## src/hw/rtl/psg_tone_noise_generator_assert.svh

```systemverilog
// assertion macros for the tone and noise generator
`ifndef PSG_TONE_NOISE_GENERATOR_ASSERT_SVH
`define PSG_TONE_NOISE_GENERATOR_ASSERT_SVH

`ifndef SYNTHESIS

// antecedent implies consequent in the same cycle
`define PSG_ASSERT_SAME(lbl, clk, rst, ante, cons) \
   lbl: assert property (@(posedge clk) disable iff (rst) (ante) |-> (cons)) \
      else $error("psg assertion failed");

// antecedent implies consequent in the next cycle
`define PSG_ASSERT_NEXT(lbl, clk, rst, ante, cons) \
   lbl: assert property (@(posedge clk) disable iff (rst) (ante) |=> (cons)) \
      else $error("psg assertion failed");

`else

`define PSG_ASSERT_SAME(lbl, clk, rst, ante, cons)
`define PSG_ASSERT_NEXT(lbl, clk, rst, ante, cons)

`endif

`endif

```

## src/hw/rtl/psg_pkg.sv

```systemverilog
// shared types and constants of the tone and noise generator
package psg_pkg;

   localparam int RATE_W    = 32;
   localparam int PERIOD_W  = 10;
   localparam int SAMPLE_W  = 8;
   localparam int NOISE_W   = 6;
   localparam int DIV_STEPS = RATE_W;

   localparam logic [RATE_W-1:0]   RATE_RESET   = 32'h512b_3400;
   localparam logic [NOISE_W-1:0]  NOISE_RELOAD = 6'h1f;

   localparam logic OP_WRITE = 1'b0;
   localparam logic OP_TICK  = 1'b1;

   localparam logic [1:0] TONE2_CH = 2'd2;
   localparam logic [1:0] NOISE_CH = 2'd3;

   // noise rate codes
   localparam logic [1:0] NOISE_RATE_16     = 2'd0;
   localparam logic [1:0] NOISE_RATE_32     = 2'd1;
   localparam logic [1:0] NOISE_RATE_64     = 2'd2;
   localparam logic [1:0] NOISE_RATE_FOLLOW = 2'd3;

   localparam logic [PERIOD_W-1:0] NOISE_PERIOD_16 = 10'd16;
   localparam logic [PERIOD_W-1:0] NOISE_PERIOD_32 = 10'd32;
   localparam logic [PERIOD_W-1:0] NOISE_PERIOD_64 = 10'd64;

   typedef struct packed {
      logic       opcode;
      logic [7:0] command_byte;
      logic       frame_start;
   } req_type;

   typedef struct packed {
      logic [SAMPLE_W-1:0] tone0_sample;
      logic [SAMPLE_W-1:0] tone1_sample;
      logic [SAMPLE_W-1:0] tone2_sample;
      logic [SAMPLE_W-1:0] noise_sample;
   } rsp_type;

   typedef struct packed {
      logic tick;
      logic write;
      logic div_start;
      logic step_load;
   } psg_cmd_type;

   typedef struct packed {
      logic is_tick;
      logic needs_div;
      logic div_done;
   } psg_status_type;

endpackage

```

## src/hw/rtl/psg_divider.sv

```systemverilog
// restoring divider, one quotient bit per cycle
module psg_divider
   import psg_pkg::*;
(
   input  logic                clock,
   input  logic                reset,
   input  logic                start,
   input  logic [RATE_W-1:0]   dividend,
   input  logic [PERIOD_W-1:0] divisor,
   output logic                done,
   output logic [RATE_W-1:0]   quotient
);

   localparam int CNT_W = $clog2(DIV_STEPS + 1);

   logic [CNT_W-1:0]    count_ff, count_in;
   logic                done_ff, done_in;
   logic [PERIOD_W-1:0] rem_ff, rem_in;
   logic [PERIOD_W-1:0] divisor_ff, divisor_in;
   logic [RATE_W-1:0]   quot_ff, quot_in;
   logic [PERIOD_W:0]   trial;
   logic                fits;

   // trial subtraction of the shifted remainder
   assign trial = {rem_ff, quot_ff[RATE_W-1]};
   assign fits  = trial >= {1'b0, divisor_ff};

   always_comb begin
      count_in   = count_ff;
      done_in    = 1'b0;
      rem_in     = rem_ff;
      divisor_in = divisor_ff;
      quot_in    = quot_ff;
      if (start) begin
         count_in   = CNT_W'(DIV_STEPS);
         rem_in     = '0;
         divisor_in = divisor;
         quot_in    = dividend;
      end else if (count_ff != '0) begin
         count_in = count_ff - 1'b1;
         done_in  = (count_ff == CNT_W'(1));
         rem_in   = fits ? PERIOD_W'(trial - {1'b0, divisor_ff}) : trial[PERIOD_W-1:0];
         quot_in  = {quot_ff[RATE_W-2:0], fits};
      end
   end

   // control state
   always_ff @(posedge clock) begin
      if (reset) begin
         count_ff <= '0;
         done_ff  <= 1'b0;
      end else begin
         count_ff <= count_in;
         done_ff  <= done_in;
      end
   end

   // working registers
   always_ff @(posedge clock) begin
      rem_ff     <= rem_in;
      divisor_ff <= divisor_in;
      quot_ff    <= quot_in;
   end

   assign done     = done_ff;
   assign quotient = quot_ff;

endmodule

```

## src/hw/rtl/psg_datapath.sv

```systemverilog
// channel registers, phase accumulators, noise register and step divider
module psg_datapath
   import psg_pkg::*;
#(
   parameter int PHASE_BITS = 29
) (
   input  logic                clock,
   input  logic                reset,
   input  req_type             req_payload,
   input  logic                csr_wr_en,
   input  logic [RATE_W-1:0]   csr_wr_data,
   input  psg_cmd_type         cmd,
   output psg_status_type      status,
   output rsp_type             rsp_payload
);

   localparam int SUM_W = RATE_W + 1;

   logic [SAMPLE_W-1:0]   vol_ff   [4], vol_in   [4];
   logic [3:0]            nib_ff   [4], nib_in   [4];
   logic [5:0]            high_ff  [4], high_in  [4];
   logic [PHASE_BITS-1:0] acc_ff   [4], acc_in   [4];
   logic [RATE_W-1:0]     step_ff  [4], step_in  [4];
   logic [NOISE_W-1:0]    shift_ff, shift_in;
   logic [1:0]            latched_ff, latched_in;
   logic [1:0]            target_ff, target_in;
   logic [RATE_W-1:0]     rate_ff, rate_in;
   logic                  period_zero_ff, period_zero_in;
   rsp_type               rsp_ff, rsp_in;

   logic [PHASE_BITS-1:0] tone_sum [3];
   logic [SUM_W-1:0]      noise_sum;
   logic                  noise_ovf;
   logic [NOISE_W-1:0]    shift_pre, shift_post;
   logic                  noise_fb;
   logic                  follow2;
   logic [PERIOD_W-1:0]   noise_period, div_period;
   logic [RATE_W-1:0]     quotient;
   logic                  div_done;
   logic [7:0]            cmd_byte;

   assign cmd_byte = req_payload.command_byte;

   // decode for the controller
   assign status.is_tick   = (req_payload.opcode == OP_TICK);
   assign status.needs_div = !(cmd_byte[7] && cmd_byte[4]);
   assign status.div_done  = div_done;

   // period selection for the divider
   assign follow2 = (nib_ff[NOISE_CH][1:0] == NOISE_RATE_FOLLOW);
   always_comb begin
      case (nib_ff[NOISE_CH][1:0])
         NOISE_RATE_16: noise_period = NOISE_PERIOD_16;
         NOISE_RATE_32: noise_period = NOISE_PERIOD_32;
         NOISE_RATE_64: noise_period = NOISE_PERIOD_64;
         default:       noise_period = {high_ff[TONE2_CH], nib_ff[TONE2_CH]};
      endcase
   end
   assign div_period = (target_ff == NOISE_CH) ? noise_period
                                               : {high_ff[target_ff], nib_ff[target_ff]};

   psg_divider u_divider (
      .clock    (clock),
      .reset    (reset),
      .start    (cmd.div_start),
      .dividend (rate_ff),
      .divisor  (div_period),
      .done     (div_done),
      .quotient (quotient)
   );

   // accumulator sums and noise clocking
   always_comb begin
      for (int i = 0; i < 3; i++) begin
         tone_sum[i] = acc_ff[i] + step_ff[i][PHASE_BITS-1:0];
      end
      noise_sum = SUM_W'(acc_ff[NOISE_CH]) + SUM_W'(step_ff[NOISE_CH]);
      noise_ovf = |noise_sum[SUM_W-1:PHASE_BITS];
      shift_pre = (req_payload.frame_start && shift_ff == '0) ? NOISE_RELOAD : shift_ff;
      noise_fb  = nib_ff[NOISE_CH][2] ? (shift_pre[0] ^ shift_pre[2]) : ~shift_pre[0];
      shift_post = noise_ovf
                 ? {1'b0, shift_pre[5] | noise_fb, shift_pre[4:1]}
                 : shift_pre;
   end

   // next state of the channel registers
   always_comb begin
      vol_in         = vol_ff;
      nib_in         = nib_ff;
      high_in        = high_ff;
      acc_in         = acc_ff;
      step_in        = step_ff;
      shift_in       = shift_ff;
      latched_in     = latched_ff;
      target_in      = target_ff;
      rate_in        = rate_ff;
      period_zero_in = period_zero_ff;
      rsp_in         = rsp_ff;

      if (csr_wr_en) begin
         rate_in = csr_wr_data;
      end

      // register write transaction
      if (cmd.write) begin
         if (cmd_byte[7]) begin
            if (cmd_byte[4]) begin
               vol_in[cmd_byte[6:5]] = {~cmd_byte[3:0], ~cmd_byte[3:0]};
            end else begin
               latched_in              = cmd_byte[6:5];
               target_in               = cmd_byte[6:5];
               nib_in[cmd_byte[6:5]]   = cmd_byte[3:0];
               if (cmd_byte[6:5] == NOISE_CH) begin
                  shift_in = NOISE_RELOAD;
               end
            end
         end else begin
            high_in[latched_ff] = cmd_byte[5:0];
            target_in           = latched_ff;
            if (latched_ff == NOISE_CH) begin
               shift_in = NOISE_RELOAD;
            end
         end
      end

      // division start
      if (cmd.div_start) begin
         period_zero_in = (div_period == '0);
      end

      // step update when the quotient is ready
      if (cmd.step_load) begin
         step_in[target_ff] = period_zero_ff ? '0 : quotient;
         if (target_ff == TONE2_CH && follow2) begin
            step_in[NOISE_CH] = period_zero_ff ? '0 : quotient;
         end
      end

      // sample tick transaction
      if (cmd.tick) begin
         for (int i = 0; i < 3; i++) begin
            acc_in[i] = tone_sum[i];
         end
         acc_in[NOISE_CH] = noise_sum[PHASE_BITS-1:0];
         shift_in         = shift_post;
         rsp_in.tone0_sample = tone_sum[0][PHASE_BITS-1] ? vol_ff[0] : '0;
         rsp_in.tone1_sample = tone_sum[1][PHASE_BITS-1] ? vol_ff[1] : '0;
         rsp_in.tone2_sample = tone_sum[2][PHASE_BITS-1] ? vol_ff[2] : '0;
         rsp_in.noise_sample = shift_post[0] ? vol_ff[NOISE_CH] : '0;
      end
   end

   // architectural state
   always_ff @(posedge clock) begin
      if (reset) begin
         for (int i = 0; i < 4; i++) begin
            vol_ff[i]  <= '0;
            nib_ff[i]  <= '0;
            high_ff[i] <= '0;
            acc_ff[i]  <= '0;
            step_ff[i] <= '0;
         end
         shift_ff   <= '0;
         latched_ff <= '0;
         rate_ff    <= RATE_RESET;
      end else begin
         vol_ff     <= vol_in;
         nib_ff     <= nib_in;
         high_ff    <= high_in;
         acc_ff     <= acc_in;
         step_ff    <= step_in;
         shift_ff   <= shift_in;
         latched_ff <= latched_in;
         rate_ff    <= rate_in;
      end
   end

   // working and output registers
   always_ff @(posedge clock) begin
      target_ff      <= target_in;
      period_zero_ff <= period_zero_in;
      rsp_ff         <= rsp_in;
   end

   assign rsp_payload = rsp_ff;

endmodule

```

## src/hw/rtl/psg_ctrl.sv

```systemverilog
// transaction sequencing and result handshake of the tone and noise generator
module psg_ctrl
   import psg_pkg::*;
(
   input  logic           clock,
   input  logic           reset,
   input  logic           req_valid,
   output logic           req_ready,
   output logic           rsp_valid,
   input  logic           rsp_ready,
   input  psg_status_type status,
   output psg_cmd_type    cmd
);

   typedef enum logic [1:0] {
      ST_IDLE,
      ST_START,
      ST_DIVIDE
   } state_type;

   state_type state_ff, state_in;
   logic      rsp_valid_ff, rsp_valid_in;
   logic      accept;

   // take a transaction when idle and the output slot is free or draining
   assign req_ready = (state_ff == ST_IDLE) && (!rsp_valid_ff || rsp_ready);
   assign accept    = req_valid && req_ready;

   // commands to the datapath
   assign cmd.tick      = accept && status.is_tick;
   assign cmd.write     = accept && !status.is_tick;
   assign cmd.div_start = (state_ff == ST_START);
   assign cmd.step_load = (state_ff == ST_DIVIDE) && status.div_done;

   // next state
   always_comb begin
      state_in     = state_ff;
      rsp_valid_in = rsp_valid_ff;
      if (rsp_ready) begin
         rsp_valid_in = 1'b0;
      end
      if (cmd.tick) begin
         rsp_valid_in = 1'b1;
      end
      case (state_ff)
         ST_IDLE: begin
            if (cmd.write && status.needs_div) begin
               state_in = ST_START;
            end
         end
         ST_START: begin
            state_in = ST_DIVIDE;
         end
         ST_DIVIDE: begin
            if (status.div_done) begin
               state_in = ST_IDLE;
            end
         end
         default: begin
            state_in = ST_IDLE;
         end
      endcase
   end

   // state and registered outputs
   always_ff @(posedge clock) begin
      if (reset) begin
         state_ff     <= ST_IDLE;
         rsp_valid_ff <= 1'b0;
      end else begin
         state_ff     <= state_in;
         rsp_valid_ff <= rsp_valid_in;
      end
   end

   assign rsp_valid = rsp_valid_ff;

endmodule

```

## src/hw/rtl/psg_tone_noise_generator.sv

```systemverilog
// top level of the four-channel tone and noise generator
//
// The req channel carries one transaction per command: opcode 0 writes one
// command byte (volume, period low nibble with channel latch, or high six
// period bits of the latched channel), opcode 1 is a sample tick.
// A tick gives one rsp transaction with the four channel samples, valid the
// cycle after acceptance; ticks can follow one per cycle while rsp drains.
// A volume write leaves the block idle. A period write starts a rate/period
// division in the shared restoring divider, one quotient bit per cycle, so
// the block takes no new transaction until the division is done; this divider
// sets the write rate.
// The csr port writes the rate constant and must only be used while idle.
// A stalled rsp holds its samples; a further tick waits until the held
// result is taken in the same or an earlier cycle.
// Synchronous reset clears all channel state, sets the rate constant to its
// default and leaves the block idle with no result pending.
module psg_tone_noise_generator
   import psg_pkg::*;
#(
   parameter int PHASE_BITS = 29
) (
   input  logic              clock,
   input  logic              reset,
   input  logic              req_valid,
   output logic              req_ready,
   input  req_type           req_payload,
   output logic              rsp_valid,
   input  logic              rsp_ready,
   output rsp_type           rsp_payload,
   input  logic              csr_wr_en,
   input  logic [RATE_W-1:0] csr_wr_data
);

`include "psg_tone_noise_generator_assert.svh"

   psg_cmd_type    cmd;
   psg_status_type status;

   // sequencing
   psg_ctrl u_ctrl (
      .clock     (clock),
      .reset     (reset),
      .req_valid (req_valid),
      .req_ready (req_ready),
      .rsp_valid (rsp_valid),
      .rsp_ready (rsp_ready),
      .status    (status),
      .cmd       (cmd)
   );

   // channel state and arithmetic
   psg_datapath #(
      .PHASE_BITS (PHASE_BITS)
   ) u_datapath (
      .clock       (clock),
      .reset       (reset),
      .req_payload (req_payload),
      .csr_wr_en   (csr_wr_en),
      .csr_wr_data (csr_wr_data),
      .cmd         (cmd),
      .status      (status),
      .rsp_payload (rsp_payload)
   );

   // checks
   `PSG_ASSERT_SAME(a_load_not_with_tick, clock, reset, cmd.step_load, !cmd.tick && !cmd.write)
   `PSG_ASSERT_NEXT(a_period_write_busy, clock, reset, cmd.write && status.needs_div, !req_ready)
   `PSG_ASSERT_NEXT(a_tick_gives_result, clock, reset, cmd.tick, rsp_valid)

endmodule

```

## config.mk

```make
export PLATFORM = sky130hd
export DESIGN_NAME = psg_tone_noise_generator
export DESIGN_NICKNAME = d
export VERILOG_FILES = /design/src/hw/rtl/psg_pkg.sv /design/src/hw/rtl/psg_divider.sv /design/src/hw/rtl/psg_datapath.sv /design/src/hw/rtl/psg_ctrl.sv /design/src/hw/rtl/psg_tone_noise_generator.sv
export VERILOG_INCLUDE_DIRS = /design/src /design/src/hw/rtl
export SDC_FILE = /design/constraint.sdc
export NUM_CORES = 1
export LEC_CHECK = 0
export ABC_CLOCK_PERIOD_IN_PS = 2700
export BUFFER_PORTS_ARGS = -buffer_cell sky130_fd_sc_hd__buf_2
export CAP_MARGIN = 30
export CORE_ASPECT_RATIO = 1.25
export CORE_MARGIN = 2
export CORE_UTILIZATION = 52
export CTS_CLUSTER_DIAMETER = 200
export DETAILED_ROUTE_END_ITERATION = 8
export PLACE_DENSITY = 0.72
export SYNTH_ARGS = -nofsm -noshare
export SYNTH_HDL_FRONTEND = slang
export SYNTH_SLANG_ARGS = --single-unit
```

## constraint.sdc

```tcl
create_clock -name clock -period 2.7 [get_ports clock]
set_input_delay 0.675 -clock clock [delete_from_list [all_inputs] [get_ports clock]]
set_output_delay 0.675 -clock clock [all_outputs]
set_load 0.01 [all_outputs]
```

Word-level counts from Yosys, hierarchy flattened:

Index checks and enable logic that the tools add are counted.
W data, S select, Z words.

* register bits after elaboration: 453
* input port bits: 47
* output and inout port bits: 34
* word-level logic and storage cells: 152

* add/subtract/negate cells: 6
* magnitude comparators: 7
* equality and inequality tests: 15
* mux-type cells: 43
* bitwise logic cells: 10
* reduce and logical (&&, ||, !) cells: 34

Operators with widths (count)
* $mux W32: 5
* $bwmux W128: 1
* $add A29 B29 Y29: 3
* $mux W6: 13
* $demux W32 S2: 1
* $add A29 B32 Y33: 1
* $bwmux W32: 1
* $pmux W10 S3: 1
* $bwmux W24: 1
* $mux W10: 2
* $bwmux W16: 1
* $demux W8 S2: 1
* $eq A2 B2 Y1 const B: 7
* $bmux W6 S2: 1
* $demux W6 S2: 1
* $logic_and A1 B1 Y1: 12
* $mux W4: 3
* $ge A11 B10 Y1: 1
* $logic_not A10 Y1: 1
* $sub A10 B10 Y10: 1
* $ge A3 B3 Y1 const B: 3
* $lt A3 B1 Y1 const B: 3
* $not A2 Y3: 3
* $bmux W4 S2: 1
* 29 further kinds: 47

Depth between registers and ports, before layout:

Gate-level depths: netlist (run 1).

* word-level depth: 8
* depth in mapped cells: 12
* depth with buffers taken out: 12

Modules after synthesis:

A second synthesis (run 1) with hierarchy kept.

* cell total of the unflattened synthesis: 2466
* area total of the unflattened synthesis: 21665.8 µm²

Modules (own cells, without submodules)
* psg_datapath: times used 1, cells an instance 2208, area an instance 18557.8 µm², seq. area each 7056.8 µm²
* psg_divider: times used 1, cells an instance 239, area an instance 2917.8 µm², seq. area each 1601.5 µm²
* psg_ctrl: times used 1, cells an instance 19, area an instance 190.2 µm², seq. area each 60.1 µm²

Worst setup path before layout (run 1):

No wires, ideal clock.

* path type: flip-flop to flip-flop
* from: register u_datapath.step_ff[64] (netlist bit)
* to: register u_datapath.acc_ff[86] (netlist bit)
* setup time: 0.123 ns
* arrival time: 2.783 ns
* required time: 2.577 ns
* path slack: -0.206 ns
* cell stages (with the launch flop): 13
* path buffers: 0
* period minus slack after synthesis: 2.906 ns
* cell sequence: dfxtp_1 -> ha_1 -> inv_1 -> fa_1 -> and2b_1 -> o2111ai_1 -> a21boi_2 -> o31ai_4 -> o211a_4 -> o31ai_2 -> mux2i_1 -> a21oi_1 -> mux2_1

* word-level cells in the longest chain between the ends: 1

RTL lines
* start: declaration: line psg_datapath.sv:23 `logic [RATE_W-1:0] step_ff [4], step_in [4];`
* start signal: assignment: line psg_datapath.sv:171 `step_ff <= step_in;`
* $add A29 B29 Y29: line psg_datapath.sv:75 `tone_sum[i] = acc_ff[i] + step_ff[i][PHASE_BITS-1:0];`
* end signal: assignment: line psg_datapath.sv:170 `acc_ff <= acc_in;`
* end: declaration: line psg_datapath.sv:22 `logic [PHASE_BITS-1:0] acc_ff [4], acc_in [4];`

Every way passes these cells.
A chain may end at the register's enable or synchronous reset.

Worst setup path in the final report (run 1):

* from: register u_datapath.acc_ff[58] (netlist bit)
* to: register u_datapath.rsp_ff, in the netlist u_datapath.rsp_payload[20], data pin

* word-level cells in the longest chain between the ends: 1

RTL lines
* $add A29 B29 Y29: line psg_datapath.sv:75
* end signal: assignment: line psg_datapath.sv:182 `rsp_ff <= rsp_in;`
* end: declaration: line psg_datapath.sv:29 `rsp_type rsp_ff, rsp_in;`

Every way passes these cells.

==> results.md, run 1 <==
- Buffers added on ports: 80
- Syn Area/Cell: 8.31 sq um
- Placed Cells: ~3200
- Total CTS buffers: 42
- Via count: about 19000
- Crit-path leading delay family: compound AO/OA/AOI/OAI gates
- Layout cells sized above 1: about a fifth
- Clock latency on the worst-skew pair: 0.57 ns
- Ys async rst share: 0%
- Register area share after synthesis: 40.9%
- Cell Pwr Density: 613 nW/um^2
- Worst setup SP type: flop
- Stages on the worst setup path: 12
- Post-synthesis compound-gate area fraction: roughly 18%
- Commonest non-fill, non-tap cell in the layout: nand2_1
- Max Freq: 0.328 GHz
- Final std cells w/o fill: 3342
- Worst Skew: 0.0215 ns
- Hold Fails Final Rpt: 0
- Commonest non-fill, non-tap cells in the layout: nand2_1, dfxtp_1, a21oi_1
- Xor and xnor fraction of the mapped netlist area: 3.41%
- Most frequent CP cell: o31ai_4
- DP Worst Slack: -0.459 ns
- Distinct cell type count after synthesis: 84
- Chip Width: roughly 190 um
- Reg2Reg Capture Point: u_datapath.rsp_payload[20]$_SDFFCE_PN0P_
- Worst path required time: 3.01 ns
- Worst reg-to-reg path cell count: 12
- Nets: about 3000
- Hpwl dp: 38100 um
- Post-synthesis mux area share: 4.18%
- Worst hold slack: 0.330 ns
- Core Area: 40300 sq um
- Syn nets: 2745
- Crit-path cells: ha_4 > inv_2 > fa_2 > and2b_1 > o2111ai_2 > a21boi_2 > o31ai_4 > o211a_4 > o31ai_4 > mux2i_2 > a21o_1 > a21boi_1
- Synth Warn #: 0
- Area growth, synth to finish: 21.8%
- Total Power: 15.9 mW
- Placer congestion estimate: 0.893
- Unrepaired setup endpoints after global routing: true
- Final setup violation count: 26
- Ant. Diodes: 0
- DRT Pass-1 Iters: 5
- Vias in the first global route: 18700
- Clock transition at the registers of the reported paths: 0.06 ns
- Post-synthesis adder-cell area fraction: 7.86%
- Crit path launch: u_datapath.acc_ff[58]$_SDFFE_PP0P_
- CP endpoint kind: flop
- Worst setup margin: -0.349 ns
- I/O pins: 81
- Rows: 82
- Period utilization: 113%
- Critical Path Fanout Max: 4
- Grt total ovfl: 0
- Fin. max-slew vios: 0
- Initial antenna violation count: 0
- Sink Count: 405
- Area of the die: approximately 43000 sq um
- Mapped cell area: approximately 21000 sq um
- CP max-delay cell: mux2i_2
- Die Height: 230 um
- Rel. slew slack: 42.7%
- Final ANT Viol Nets: 0
- Hold_buf cts: 0
- Root Driver: clkbuf_16
- Critical Path AT: 3.35 ns
- Post-synth top flop: dfxtp_1
- Post-layout min period: between 3 and 4 ns
- Post-Synth Simple-Gate Area: between 20% and 30%
- Worst slew pin tran: 0.857 ns
- VDD IR-drop max: 0.991 mV
- Status: finished with violations
- Worst r2r src: u_datapath.acc_ff[58]$_SDFFE_PP0P_
- Number of synthesized register bits: just over 400
- Layout fillers: 3200
- Clock buffer depth: 3
- Pin count of the biggest net entering global routing: 147
- 1st-iter DRT viols: 1132
- Hold WC Path Type: primary input to flop
- Leak Pwr: 10.6 nW
- Setup_tns: -3.91 ns
- Routed WL: ~57000 um
- Critical path class: flop to flop
- Number of synthesized flops with an enable pin: 61
- GRT Total Usage: 26.2%
- Wire length per cell: between 15 and 20 um
- H-tree depth: 2
- Initial Util: between 50% and 60%
- Main combinational cell family by area after synthesis: simple AND/OR/NAND/NOR gates
- Peak per-stage delay on the critical path: 0.36 ns
- Crit path capture: u_datapath.rsp_payload[20]$_SDFFCE_PN0P_
- CTS tree: built
- Buf/Inv on CP: 1
- DRC: 0
- Failing checks: negative setup slack
- R2r setup slk: -0.35 ns
- Routed vias/inst: 5.73
- Max_cap viols: 0
- Synth Instances: 2567
- First-pass GRT wire length: 91800 um
[stage by stage]
step,instance area [sq um],util [%]
final,26000,64.4
after CTS,25400,63.1
after detailed placement,23300,57.7
after global routing,26000,64.4
after floorplan,21400,-
after global placement,23200,57.6
[worst min path at each step]
| stage | startpoint | to | cells past startpoint |
|---|---|---|---|
| global placement | u_datapath.acc_ff[108]$_SDFFE_PP0P_ | u_datapath.acc_ff[108]$_SDFFE_PP0P_ | 2 |
| finish | csr_wr_data[21] | u_datapath.rate_ff[21]$_SDFFE_PP1P_ | 3 |
| floorplan | u_datapath.shift_ff[5]$_SDFFE_PP0P_ | u_datapath.shift_ff[5]$_SDFFE_PP0P_ | 2 |
| global route | csr_wr_data[21] | u_datapath.rate_ff[21]$_SDFFE_PP1P_ | 3 |
| detailed placement | u_datapath.acc_ff[114]$_SDFFE_PP0P_ | u_datapath.acc_ff[114]$_SDFFE_PP0P_ | 2 |
| CTS | csr_wr_data[16] | u_datapath.rate_ff[16]$_SDFFE_PP1P_ | 3 |
[area by class of cell]
cell class | count | area, sq um | share of cell area [%]
multi-input combinational | 1955 | 12700 | 48.9
sequential | 405 | 8770 | 33.7
timing repair buffer | 291 | 2140 | 8.25
clock buffer | 47 | 1110 | 4.28
tap | 546 | 683 | 2.63
clock inverter | 31 | 328 | 1.26
inverter | 67 | 254 | 0.978
[Yosys cell counts, types with 13 or more instances]
cell | count | area [sq um]
edfxtp_1 | 61 | 1830
and3_1 | 18 | 113
dfxtp_1 | 344 | 6890
buf_1 | 15 | 56.3
and2_1 | 13 | 81.3
clkbuf_1 | 108 | 405
a211oi_1 | 48 | 360
nor2b_1 | 58 | 363
nor2_1 | 186 | 698
buf_4 | 16 | 120
o21bai_1 | 15 | 113
o21ai_0 | 78 | 390
o21a_1 | 20 | 150
inv_1 | 66 | 248
ha_1 | 126 | 1580
mux2i_1 | 82 | 821
a21oi_1 | 287 | 1440
a21o_1 | 44 | 330
or3_1 | 16 | 100
nand4_1 | 23 | 144
a31oi_1 | 18 | 113
xor2_1 | 33 | 289
nand2b_1 | 19 | 119
xnor2_1 | 50 | 438
a21boi_0 | 14 | 105
nor3_1 | 36 | 180
nand3_1 | 56 | 280
nand2_1 | 566 | 2120
[what timing repair did]
action                     4_1_cts  5_1_grt
setup endpoints to repair       49       67
gates resized for setup        113       92
gates cloned                     0        0
setup buffers                   29       22
pin swaps                       60       69
[tightest hold or removal path, delay by kind of cell]
| family | cells | cell delay (ns) |
|---|---|---|
| buffers and inverters | 1 | 0.08 |
| muxes | 1 | 0.06 |
| and+or+nand+nor | 1 | 0.06 |
[power by group]
group	internal [mW]	leakage (nW)	switching, mW
logic	1.05	6.45	1.75
registers	6.77	3.41	0.290
clock network	3.49	0.682	2.57
[routing by layer]
metal,vias to the layer above,track usage [%],wire length (um)
li1,9321,-,-
met3,139,3.28,3100
met4,0,8.85,1650
met1,9164,32.5,23300
met5,-,0,0
met2,538,46.6,28900
[sequential cells by signal, indices dropped and copies added (netlist names)]
signal / cells
u_ctrl.rsp_valid: 1
u_ctrl.state_ff: 2
u_datapath.acc_ff: 116
u_datapath.high_ff: 18
u_datapath.latched_ff: 2
u_datapath.nib_ff: 15
u_datapath.period_zero_ff: 1
u_datapath.rate_ff: 32
u_datapath.rsp_payload: 16
u_datapath.shift_ff: 6
u_datapath.step_ff: 119
u_datapath.target_ff: 2
u_datapath.u_divider.count_ff: 6
u_datapath.u_divider.divisor_ff: 10
u_datapath.u_divider.done: 1
u_datapath.u_divider.quotient: 32
u_datapath.u_divider.rem_ff: 10
u_datapath.vol_ff: 16
[logic make-up (layout without fill, tap and decap cells)]
kind of cell,Yosys count,in the layout
xor gates and xnor gates,83,83
DFF,405,405
muxes,88,88
buffers and inverters,207,436
AOI/OAI and AO/OA,620,620
and+or+nand+nor,1033,1033
adders and majority gates,131,131
Power figures use the tool's default switching activity.
==> run 2, diff against run 1 <==
Settings changed: ABC_AREA from default to 1, CORE_MARGIN 2 to 8, PLACE_DENSITY 0.72 to 0.71.
==> results.md, run 2 <==
- Root Driver: clkbuf_16
- Synth Warn #: 0 (unchanged)
- Hold_buf cts: 0 (unchanged)
- Most frequent cells after synthesis: nor2_1, nand2_1, inv_1
- Final setup violation count: 0 (-100%)
- Max reg flops: 119 (unchanged)
- Hpwl dp: 47800 um (+26%)
- Most flops, register: u_datapath.step_ff
- Max Used Layer: met4
- Buffers added on ports: 80 (unchanged)
- CP endpoint kind: flop
- Top-count cell post-synth: nor2_1
- Biggest regs: u_datapath.step_ff (119), u_datapath.acc_ff (116)
- Nets: 3466 (+18%)
- Max_cap viols: 0 (unchanged)
- Commonest non-fill, non-tap cells in the layout: nor2_1, nand2_1, inv_1
- GRT Total Usage: 25.4% (-0.74 points)
- Unrepaired setup endpoints after global routing: false
- Wire length on met1: 28100 um (+21%)
- Total CTS buffers: 44 (+4.8%)
- Synth Instances: 3242 (+26%)
- Layout fillers: 4126 (+29%)
- 1st-iter DRT viols: 1225 (+8.2%)
- Clock buffer depth: 3 (unchanged)
- Critical Path Fanout Max: 7 (+3)
- Design area: 25200 sq um (-3.0%)
- Commonest non-fill, non-tap cell in the layout: nor2_1
- Register area share after synthesis: 38.3% (-2.6 points)
- Leak Pwr: 11.9 nW (+13%)
- VDD IR-drop max: 0.541 mV (-45%)
- DP Area: 23800 sq um (+2.3%)
- Multi-input logic area: 12100 sq um (-5.0%)
- Post-synth top area share: 30.2% (-2.1 points)
- Placed Cells: 3807 (+18%)
- Syn Area/Cell: 7.03 sq um (-15%)
- Critical Path AT: 2.83 ns (-0.52 ns)
- I/O pins: 81 (unchanged)
- Xor and xnor fraction of the mapped netlist area: 3.15% (-0.26 points)
- Hold WC Path Type: primary input to flop
- Core Area: 43200 sq um (+7.1%)
- Initial antenna violation count: 0 (unchanged)
- Worst Skew: 0.0286 ns (+0.00713 ns)
- Resized cells post-CTS: 0 (-100%)
- H-tree depth: 2 (unchanged)
- Most frequent CP cell: nand2_2
- Clock latency on the worst-skew pair: 0.59 ns (+0.02 ns)
- Max Freq: 0.401 GHz (+22%)
- Worst path required time: 3.03 ns (+0.02 ns)
- DP Worst Slack: 0.189 ns (+0.648 ns)
- Final std cells w/o fill: 3887 (+16%)
- Post-Synth Simple-Gate Area: 24.9% (+3.6 points)
- Period utilization: 92.4% (-20 points)
- CTS tree: built
- Ant. Diodes: 0 (unchanged)
- Chip Width: 203 um (+9.8%)
- Worst setup margin: 0.204 ns (+0.553 ns)
- Setup_tns: 0 ns (+3.91 ns)
- Top post-synthesis cells by area: dfxtp_1, nor2_1, nand2_1
- Area leader, netlist: dfxtp_1
- Post-layout min period: 2.50 ns (-0.553 ns)
- Via count: 21400 (+12%)
- Pin count of the biggest net entering global routing: 96 (-35%)
- Cell Pwr Density: 653 nW/um^2 (+6.6%)
- Rel. slew slack: 41.3% (-1.4 points)
- Distinct cell type count after synthesis: 54 (-36%)
- Vias in the first global route: 21100 (+13%)
- Final ANT Viol Nets: 0 (unchanged)
- Die Height: 250 um (+8.5%)
- Grt total ovfl: 0 (unchanged)
- Met3 wirelength from detailed routing: 3690 um (+19%)
- Worst slew pin tran: 0.880 ns (+0.0224 ns)
- Crit-path cells: ha_1 > inv_1 > fa_1 > inv_1 > nand4_1 > nand2_2 > nand2_1 > nand2_2 > nand2_2 > nand3_2 > nand2_4 > nor2_8 > nand2_4 > nand2_2 > and2_4 > nor2_2
- Syn nets: 3420 (+25%)
- Fin. max-slew vios: 0 (unchanged)
- Routed WL: 65800 um (+16%)
- Post-synthesis compound-gate area fraction: 17.4% (-1.0 points)
- First-pass GRT wire length: 107000 um (+16%)
- Mapped cell area: 22800 sq um (+6.8%)
- Placer congestion estimate: 0.973 (+9.0%)
- Post-synth top flop: dfxtp_1
- Layout cells sized above 1: 8.28% (-11 points)
- Utilization after layout: 58.4% (-6.1 points)
- Number of synthesized register bits: 405 (unchanged)
- Area of the die: 50800 sq um (+19%)
- Clock transition at the registers of the reported paths: 0.06 ns (about the same)
- Register area: 8720 sq um (-0.54%)
- Rows: 85 (+3.7%)
- Post-synthesis adder-cell area fraction: 7.36% (-0.50 points)
- DRC: 0 (unchanged)
- Hold Fails Final Rpt: 0 (unchanged)
- Worst setup SP type: flop
- Ys async rst share: 0% (unchanged)
- Routed wire length on met2: 31300 um (+8.5%)
- Post-synthesis mux area share: 0% (-4.2 points)
- Post-CTS Setup Bufs: 0 (-100%)
- Sink Count: 405 (unchanged)
- Number of synthesized flops with an enable pin: 61 (unchanged)
- DRT Pass-1 Iters: 5 (unchanged)
- Area growth, synth to finish: 10.6%
- Status: completed
- Routed vias/inst: 5.51 (-3.9%)
- Peak per-stage delay on the critical path: 0.41 ns (+0.05 ns)
- CP max-delay cell: fa_1
- Main combinational cell family by area after synthesis: simple AND/OR/NAND/NOR gates
- Wire length per cell: 16.9 um (-0.54%)
- Initial Util: 52.8% (-0.13 points)
- Critical path class: flop to flop
## run 2: changes by cell type after synthesis, sizes merged, moves of 42 or more
cell    delta
nor2b     -59
nor2     +434
a211oi    -42
o21ai    +299
inv      +323
nand3     +71
a21oi     -43
mux2i     -82
## run 2: per-layer routing
| metal | GRT usage (%) | vias up |
|---|---|---|
| li1 | - | 10700 |
| met1 | 31.0 | 9957 |
| met4 | 10.7 | 0 |
| met2 | 43.9 | 622 |
| met3 | 3.97 | 156 |
| met5 | 0 | - |
## run 2: path summary, 6_finish.rpt
kind                                                  end                               start  cells after the start  slack [ns]
setup / recovery  u_datapath.rsp_payload[6]$_SDFFCE_PN0P_  u_datapath.step_ff[0]$_SDFFE_PP0P_                     16        0.20
hold / removal        u_datapath.rate_ff[13]$_SDFFE_PP1P_                     csr_wr_data[13]                      3        0.30
setup reg to reg  u_datapath.rsp_payload[6]$_SDFFCE_PN0P_  u_datapath.step_ff[0]$_SDFFE_PP0P_                     16        0.20
hold reg to reg         u_datapath.nib_ff[5]$_SDFFE_PP0P_   u_datapath.nib_ff[5]$_SDFFE_PP0P_                      2        0.44
## run 2: cell type report
cell class                      instances  share of cell area [%]
Timing Repair Buffer                  129                    3.44
Clock buffer                           56                    4.71
Multi-Input combinational cell       2318                    47.8
Inverter                              390                    5.82
Tap cell                              565                    2.81
Sequential cell                       405                    34.6
Clock inverter                         24                   0.789
## run 2: where the power goes
part,internal (mW),switching [mW]
clock network,3.32,2.59
registers,6.87,0.276
logic,1.10,2.31
## run 2: cell families after synthesis
logic type      after synthesis
simple gates               1372
compound gates              733
xor+xnor                     82
flops                       405
fa+ha+maj                   131
buf+inv                     519
## run 2: per-stage QoR
| step | total power [mW] | hold slack, ns |
|---|---|---|
| after CTS | 16.6 | 0.271 |
| after detailed placement | 10.6 | 0.438 |
| after global placement | 10.5 | 0.433 |
| after global routing | 17.3 | 0.287 |
| final | 16.5 | 0.299 |
| after floorplan | 9.44 | 0.423 |
## run 2: worst max-delay path: cells and delay by family, from the launching register on
| family | cells | cell delay (ns) |
|---|---|---|
| buffers and inverters | 2 | 0.15 |
| adder cells (fa/ha/maj) | 2 | 0.59 |
| AND/OR/NAND/NOR | 12 | 1.16 |
| flip-flops | 1 | 0.35 |
